[config.mk]
export PLATFORM = sky130hd
export DESIGN_NAME = decimal_degrees_text_to_fixed
export DESIGN_NICKNAME = d
export VERILOG_FILES = /design/src/hdl/ddtf_pkg.sv /design/src/hdl/ddtf_parser.sv /design/src/hdl/ddtf_result.sv /design/src/hdl/decimal_degrees_text_to_fixed.sv
export SDC_FILE = /design/constraint.sdc
export NUM_CORES = 1
export LEC_CHECK = 0
export BUFFER_PORTS_ARGS = -buffer_cell sky130_fd_sc_hd__buf_2
export CORE_UTILIZATION = 58
export CTS_CLUSTER_DIAMETER = 50
export DETAILED_ROUTE_END_ITERATION = 10
export PLACE_DENSITY = 0.79
export SYNTH_ARGS = -nofsm -noshare
export SYNTH_HDL_FRONTEND = slang
export SYNTH_SLANG_ARGS = --single-unit
[constraint.sdc]
create_clock -name clk_i -period 6 [get_ports clk_i]
set_input_delay 0 -clock clk_i [delete_from_list [all_inputs] [get_ports clk_i]]
set_output_delay 0 -clock clk_i [all_outputs]
set_load 0.01 [all_outputs]
[src/hdl/ddtf_pkg.sv]
// decimal degrees text parser: shared types, constants and tables
// no dependencies; used by every module of the block

package ddtf_pkg;

  localparam logic [7:0]  CharNul   = 8'h00;
  localparam logic [7:0]  CharPlus  = 8'h2b;
  localparam logic [7:0]  CharMinus = 8'h2d;
  localparam logic [7:0]  CharPoint = 8'h2e;
  localparam logic [7:0]  CharZero  = 8'h30;

  localparam logic [1:0]  MaxIntDigits   = 2'd3;
  localparam logic [2:0]  MaxFracDigits  = 3'd7;
  localparam logic [7:0]  LimitCeiling   = 8'd214;
  localparam logic [31:0] UnitsPerDegree = 32'd10000000;

  // finished text, handed from the parser to the result stage
  typedef struct packed {
    logic        ok;
    logic        negative;
    logic [7:0]  int_deg;
    logic [23:0] frac_units;
  } ddtf_fin_t;

  // weight of the next fraction digit in 1e-7 degree
  function automatic logic [23:0] frac_weight(input logic [2:0] count);
    logic [23:0] w;
    case (count)
      3'd0:    w = 24'd1000000;
      3'd1:    w = 24'd100000;
      3'd2:    w = 24'd10000;
      3'd3:    w = 24'd1000;
      3'd4:    w = 24'd100;
      3'd5:    w = 24'd10;
      3'd6:    w = 24'd1;
      default: w = 24'd0;
    endcase
    return w;
  endfunction

endpackage

[src/hdl/ddtf_parser.sv]
// character scanner: text state, digit accumulation and the finished-text register
// depends on ddtf_pkg

module ddtf_parser (
  input  logic                clk_i,
  input  logic                rst_ni,
  input  logic                accept_i,
  input  logic [7:0]          char_code_i,
  input  logic [7:0]          limit_degrees_i,
  input  logic                fin_adv_i,
  output logic                fin_valid_o,
  output ddtf_pkg::ddtf_fin_t fin_o
);
  import ddtf_pkg::*;

  logic        at_start_q, at_start_d;
  logic        negative_q, negative_d;
  logic        point_q, point_d;
  logic        bad_q, bad_d;
  logic [1:0]  int_cnt_q, int_cnt_d;
  logic [2:0]  frac_cnt_q, frac_cnt_d;
  logic [9:0]  int_q, int_d;
  logic [23:0] frac_q, frac_d;
  logic        fin_valid_q, fin_valid_d;
  ddtf_fin_t   fin_q, fin_d;

  logic        is_nul;
  logic [7:0]  digit_off;
  logic        is_digit;
  logic [3:0]  digit;
  logic [7:0]  limit;
  logic        in_limit;
  logic        well_formed;

  assign is_nul    = (char_code_i == CharNul);
  assign digit_off = char_code_i - CharZero;
  assign is_digit  = (digit_off < 8'd10);
  assign digit     = digit_off[3:0];
  assign limit     = (limit_degrees_i > LimitCeiling) ? LimitCeiling : limit_degrees_i;
  assign in_limit  = (int_q < {2'd0, limit}) ||
                     ((int_q == {2'd0, limit}) && (frac_q == 24'd0));
  assign well_formed = !bad_q && (int_cnt_q != 2'd0) && !(point_q && (frac_cnt_q == 3'd0));

  always_comb begin
    at_start_d = at_start_q;
    negative_d = negative_q;
    point_d    = point_q;
    bad_d      = bad_q;
    int_cnt_d  = int_cnt_q;
    frac_cnt_d = frac_cnt_q;
    int_d      = int_q;
    frac_d     = frac_q;
    fin_d.ok         = well_formed && in_limit;
    fin_d.negative   = negative_q;
    fin_d.int_deg    = int_q[7:0];
    fin_d.frac_units = frac_q;
    if (accept_i) begin
      if (is_nul) begin
        at_start_d = 1'b1;
        negative_d = 1'b0;
        point_d    = 1'b0;
        bad_d      = 1'b0;
        int_cnt_d  = 2'd0;
        frac_cnt_d = 3'd0;
        int_d      = 10'd0;
        frac_d     = 24'd0;
      end else begin
        at_start_d = 1'b0;
        if (!bad_q) begin
          if ((char_code_i == CharPlus) || (char_code_i == CharMinus)) begin
            if (at_start_q) begin
              negative_d = (char_code_i == CharMinus);
            end else begin
              bad_d = 1'b1;
            end
          end else if (char_code_i == CharPoint) begin
            if (point_q) begin
              bad_d = 1'b1;
            end else begin
              point_d = 1'b1;
            end
          end else if (is_digit) begin
            if (!point_q) begin
              if (int_cnt_q == MaxIntDigits) begin
                bad_d = 1'b1;
              end else begin
                int_cnt_d = int_cnt_q + 2'd1;
                int_d     = int_q * 10'd10 + {6'd0, digit};
              end
            end else begin
              if (frac_cnt_q == MaxFracDigits) begin
                bad_d = 1'b1;
              end else begin
                frac_cnt_d = frac_cnt_q + 3'd1;
                frac_d     = frac_q + {20'd0, digit} * frac_weight(frac_cnt_q);
              end
            end
          end else begin
            bad_d = 1'b1;
          end
        end
      end
    end
  end

  assign fin_valid_d = (accept_i && is_nul) ? 1'b1 : (fin_adv_i ? 1'b0 : fin_valid_q);

  always_ff @(posedge clk_i or negedge rst_ni) begin
    if (!rst_ni) begin
      at_start_q  <= 1'b1;
      negative_q  <= 1'b0;
      point_q     <= 1'b0;
      bad_q       <= 1'b0;
      int_cnt_q   <= 2'd0;
      frac_cnt_q  <= 3'd0;
      int_q       <= 10'd0;
      frac_q      <= 24'd0;
      fin_valid_q <= 1'b0;
    end else begin
      at_start_q  <= at_start_d;
      negative_q  <= negative_d;
      point_q     <= point_d;
      bad_q       <= bad_d;
      int_cnt_q   <= int_cnt_d;
      frac_cnt_q  <= frac_cnt_d;
      int_q       <= int_d;
      frac_q      <= frac_d;
      fin_valid_q <= fin_valid_d;
    end
  end

  always_ff @(posedge clk_i) begin
    if (accept_i && is_nul) begin
      fin_q <= fin_d;
    end
  end

  assign fin_valid_o = fin_valid_q;
  assign fin_o       = fin_q;

endmodule

[src/hdl/ddtf_result.sv]
// result stage: scales the finished text to 1e-7 degree and holds the output register
// depends on ddtf_pkg

module ddtf_result (
  input  logic                clk_i,
  input  logic                rst_ni,
  input  logic                fin_valid_i,
  input  ddtf_pkg::ddtf_fin_t fin_i,
  output logic                fin_adv_o,
  output logic                out_valid_o,
  input  logic                out_stall_i,
  output logic                valid_res_o,
  output logic signed [31:0]  value_1e7_o
);
  import ddtf_pkg::*;

  logic               out_valid_q, out_valid_d;
  logic               valid_res_q;
  logic signed [31:0] value_q, value_d;
  logic [31:0]        mag;
  logic               out_ready;

  assign out_ready = !out_valid_q || !out_stall_i;
  assign fin_adv_o = fin_valid_i && out_ready;

  assign mag = {24'd0, fin_i.int_deg} * UnitsPerDegree + {8'd0, fin_i.frac_units};

  always_comb begin
    value_d = 32'sd0;
    if (fin_i.ok) begin
      value_d = fin_i.negative ? -$signed(mag) : $signed(mag);
    end
  end

  assign out_valid_d = fin_adv_o ? 1'b1 : (out_ready ? 1'b0 : out_valid_q);

  always_ff @(posedge clk_i or negedge rst_ni) begin
    if (!rst_ni) begin
      out_valid_q <= 1'b0;
    end else begin
      out_valid_q <= out_valid_d;
    end
  end

  always_ff @(posedge clk_i) begin
    if (fin_adv_o) begin
      valid_res_q <= fin_i.ok;
      value_q     <= value_d;
    end
  end

  assign out_valid_o = out_valid_q;
  assign valid_res_o = valid_res_q;
  assign value_1e7_o = value_q;

endmodule

[src/hdl/decimal_degrees_text_to_fixed.sv]
// decimal degrees text to fixed point, top level
// depends on ddtf_pkg, ddtf_parser and ddtf_result
//
// usage:
//   input channel (in_valid_i / in_stall_o) carries one ASCII character per
//   transfer in char_code_i; a NUL character ends the text and its transfer
//   also carries limit_degrees_i (values above 214 act as 214)
//   output channel (out_valid_o / out_stall_i) gives one
//   result per ended text: valid_res_o and value_1e7_o in 1e-7 degree,
//   value zero whenever valid_res_o is low
//   throughput: one character per cycle while in_stall_o is low; characters of
//   the next text may follow the NUL directly
//   path: after the NUL transfer the result passes the finished-text register
//   and then the output register before it can transfer
//   reset: parser returns to the start of a text, no result pending
//   stall: a result waits in the output register; while it waits a second
//   finished text is held in the finished-text register, and only when both
//   are occupied does in_stall_o rise

module decimal_degrees_text_to_fixed (
  input  logic               clk_i,
  input  logic               rst_ni,
  input  logic               in_valid_i,
  output logic               in_stall_o,
  input  logic [7:0]         char_code_i,
  input  logic [7:0]         limit_degrees_i,
  output logic               out_valid_o,
  input  logic               out_stall_i,
  output logic               valid_res_o,
  output logic signed [31:0] value_1e7_o
);
  import ddtf_pkg::*;

  logic      accept;
  logic      fin_valid;
  logic      fin_adv;
  ddtf_fin_t fin;

  assign in_stall_o = fin_valid && out_valid_o && out_stall_i;
  assign accept     = in_valid_i && !in_stall_o;

  ddtf_parser u_parser (
    .clk_i           (clk_i),
    .rst_ni          (rst_ni),
    .accept_i        (accept),
    .char_code_i     (char_code_i),
    .limit_degrees_i (limit_degrees_i),
    .fin_adv_i       (fin_adv),
    .fin_valid_o     (fin_valid),
    .fin_o           (fin)
  );

  ddtf_result u_result (
    .clk_i       (clk_i),
    .rst_ni      (rst_ni),
    .fin_valid_i (fin_valid),
    .fin_i       (fin),
    .fin_adv_o   (fin_adv),
    .out_valid_o (out_valid_o),
    .out_stall_i (out_stall_i),
    .valid_res_o (valid_res_o),
    .value_1e7_o (value_1e7_o)
  );

`ifndef ASSERT_OFF
  a_zero_when_invalid: assert property (@(posedge clk_i) disable iff (!rst_ni)
    (out_valid_o && !valid_res_o) |-> (value_1e7_o == 32'sd0))
    else $error("invalid result with nonzero value");

  a_value_in_range: assert property (@(posedge clk_i) disable iff (!rst_ni)
    (out_valid_o && valid_res_o) |->
      ((value_1e7_o <= 32'sd2140000000) && (value_1e7_o >= -32'sd2140000000)))
    else $error("valid result beyond degree ceiling");

  a_nul_fills_fin: assert property (@(posedge clk_i) disable iff (!rst_ni)
    (accept && (char_code_i == CharNul)) |=> fin_valid)
    else $error("ended text not held for the result stage");

  a_stall_only_when_full: assert property (@(posedge clk_i) disable iff (!rst_ni)
    in_stall_o |-> (fin_valid && out_valid_o))
    else $error("input stalled with room downstream");
`endif

endmodule
==> metrics.txt <==
source-to-sink clock delay at the later pin of the worst-skew pair 370 ps; most used flip-flop cell after synthesis edfxtp_1; row cnt 51; summed area of non-filler cells in the final layout 13400 um^2; net count after synthesis 1518; final critical delay including setup and external delays 5950 ps; largest fanout of any net on the critical path 5; Avg Inst Size Synth 9.17 um^2; series of cell instances along the critical path ha_1 -> inv_1 -> fa_1 -> fa_1 -> fa_1 -> ha_4 -> o21ai_0 -> nand2b_1 -> a31oi_4 -> o21bai_1 -> buf_4 -> xor2_1 -> ha_2 -> o21a_1 -> nor2_1 -> buf_4 -> o31a_1 -> xor2_2 -> o2111ai_4 -> buf_4 -> a311oi_2 -> or3_1 -> a21oi_2; fraction of synthesis flops using an asynchronous set or reset pin 40.2%; Clock Skews 8.89 ps; number of buffers created by CTS 9; final hold violations 0; die outline area 20600 um^2; initial cell density of the core 59.4%; Highest Clock Rate 168 MHz; number of standard cells after synthesis 1269; crit path DAT 6040 ps; number of maximum-capacitance violations 0; Yosys cell types 66; cell types occupying the most area after synthesis edfxtp_1, ha_1, fa_1; buffers added on ports 54; global-route wire length before repair 42500 um; cell area after technology mapping 11600 um^2; core box area 19600 um^2; synthesis-stage register bit count 112; die width 144 um; kind of launch point of the worst setup path flop; die boundary height 144 um; DRC Markers 0; setup-violating endpoint count in the final report 0; post-synthesis cell type with the largest combined area edfxtp_1; detailed-placement wirelength estimate 20500 um; area growth from synthesis to layout 15.0%; VDD IR max 150 uV; delay contributed by the slowest stage of the critical path 520 ps; capturing element type of the critical path flop; crit path max-delay cell type fa_1; proportion of layout cells with a drive suffix above 1 15.5%; number of pins exceeding their max-slew limit in the final report 0; Max Buffers Root-to-Sink 2; worst relative slew slack 27.2%; Power per Cell Area 146 nW/um^2; area fraction of the dominant cell type after synthesis 17.3%; Setup WS post-layout 48.1 ps; setup total negative slack 0 ps; Static Leak 6.28 nW; clock tree root driver cell clkbuf_16; length in cells of the worst reg-to-reg path 23; vias in the first global route 8981; clock tree from TritonCTS built; total of warnings raised by yosys 0; Place WS -191 ps; post-place instance area 12500 um^2; largest net degree at the start of global routing 46; post-CTS clock slew at the launch and capture registers of the worst setup and hold paths 90 ps; overall via count from detail_route 9453; IO Count 55; post-DR vias/cell 5.75; Fin Hold WS 26.3 ps; final-stage net count 1623; RSZ-0062 raised after global routing yes; cell depth of the worst hold path 3; number of design-rule violations left by the first detailed-router iteration 700; H-tree lvl count 3; final design utilization 68.3%; final cycle utilization of the critical path 99.2%; type of the worst setup path reg -> reg; Detail Route Antenna Nets 0; number of diodes 0; result of the run finished clean; worst endpoint required time 6090 ps; Worst Max-Slew Pin Slew 1090 ps; overall track demand over capacity in global routing 26.3%; final weighted congestion in routability-driven placement 0.925; remaining global-route overflow 0; number of antenna violations at the first check in global routing 0; proportion of synthesized chip area in sequential cells 27.0%; Routed wire per std cell 16.2 um; Post-synth EDFFs 67; total wire length after detailed routing 26600 um; Initial DRT Pass Iterations 7; number of sinks driven by the clock tree 112; Tightest Hold Check Type in -> reg
final timing paths:
kind | from | to | slack (ps)
hold / removal | char_code_i[0] | u_parser.int_q[0]$_DFFE_PN0P_ | 30
hold reg to reg | u_parser.frac_q[16]$_DFFE_PN0P_ | u_parser.fin_o[16]$_DFFE_PP_ | 480
max in group asynchronous | rst_ni | u_result.out_valid_o$_DFFE_PN0P_ | 4970
min in group asynchronous | rst_ni | u_parser.frac_cnt_q[2]$_DFFE_PN0P_ | 340
setup reg to reg | u_parser.fin_o[31]$_DFFE_PP_ | u_result.value_1e7_o[30]$_SDFFCE_PN0P_ | 50
setup / recovery | u_parser.fin_o[31]$_DFFE_PP_ | u_result.value_1e7_o[30]$_SDFFCE_PN0P_ | 50
flip-flops by register name, summed over array words and instances, names as in the netlist, 2 cells and up:
| register | cells |
|---|---|
| u_parser.frac_cnt_q | 3 |
| u_result.value_1e7_o | 32 |
| u_parser.int_q | 10 |
| u_parser.fin_o | 34 |
| u_parser.int_cnt_q | 2 |
| u_parser.frac_q | 24 |
power breakdown:
part / switching [mW] / internal [mW] / total [mW]
Sequential: 0.0160 / 0.825 / 0.841
Clock: 0.338 / 0.308 / 0.646
Combinational: 0.272 / 0.198 / 0.470
cell usage after synthesis, drive strengths merged, types with 18 or more instances:
master,instances
o31ai,18
xor2,44
o21ai,84
edfxtp,67
clkbuf,31
a21o,29
nand2,114
nor3,22
dfrtp,44
a21oi,61
nor2,81
inv,151
fa,71
xnor2,42
nand3,42
ha,158
and2,18
routing by layer:
| layer | track usage, % | routed length [um] | vias up |
|---|---|---|---|
| met4 | 8.40 | 595 | 0 |
| met5 | 0 | 0 | - |
| met1 | 33.2 | 11500 | 4491 |
| met3 | 3.53 | 1190 | 43 |
| met2 | 46.4 | 13300 | 278 |
| li1 | - | - | 4641 |
metrics by stage:
step,cells,total power [mW]
2_1_floorplan,1269,1.19
3_3_place_gp,1606,1.29
3_5_place_dp,1606,1.30
4_1_cts,1629,1.95
5_1_grt,1644,2.05
6_report,1644,1.96
critical path, delay by kind of cell (launching register included):
family | cells | cell delay, ps
buffers and inverters | 4 | 590
XOR/XNOR | 2 | 390
AO/OA/AOI/OAI | 8 | 1260
adder cells (fa/ha/maj) | 6 | 2460
flip-flops | 1 | 440
AND/OR/NAND/NOR | 3 | 550
cells in the final DEF, fill, tap and decap left out, types with 7 or more instances in the layout:
cell / instances
inv_1: 151
ha_1: 146
nand2_1: 113
nor2_1: 79
o21ai_0: 76
fa_1: 70
buf_4: 68
edfxtp_1: 67
buf_2: 54
a21oi_1: 53
dfrtp_1: 44
xor2_1: 42
nand3_1: 40
xnor2_1: 39
a21o_1: 29
and2_1: 18
nor3_1: 18
and3_1: 16
nor2b_1: 15
o31ai_1: 15
o21a_1: 13
nand4_1: 13
or3_1: 11
nand2b_1: 11
clkbuf_16: 9
a21oi_2: 8
o211ai_1: 8
nor4_1: 8
o21bai_1: 7
a211oi_1: 7
a31oi_1: 7
ha_2: 7
cell families after synthesis:
group	share of synthesized area (%)
AO/OA/AOI/OAI	15.0
XOR/XNOR	6.47
adder cells (fa/ha/maj)	29.2
buffers and inverters	5.98
flip-flops	27.0
multiplexers	0.452
AND/OR/NAND/NOR	15.9
cell type report:
| cell class | count | area [um^2] |
|---|---|---|
| Timing Repair Buffer | 128 | 845 |
| Inverter | 151 | 567 |
| Sequential cell | 112 | 3140 |
| Multi-Input combinational cell | 972 | 8170 |
| Clock inverter | 7 | 96.3 |
| Fill cell | 1500 | 6210 |
| Clock buffer | 9 | 225 |
| Tap cell | 265 | 332 |
repair_timing:
action                                  in CTS  in global routing
resized for setup                           13                 61
hold buffers                                 3                  0
endpoints found under the hold margin       46                  0
endpoints found under the setup margin       7                 12
buffers inserted                             4                 15
pin swaps                                    5                 42
No activity file was read; power rests on OpenSTA's default activity.
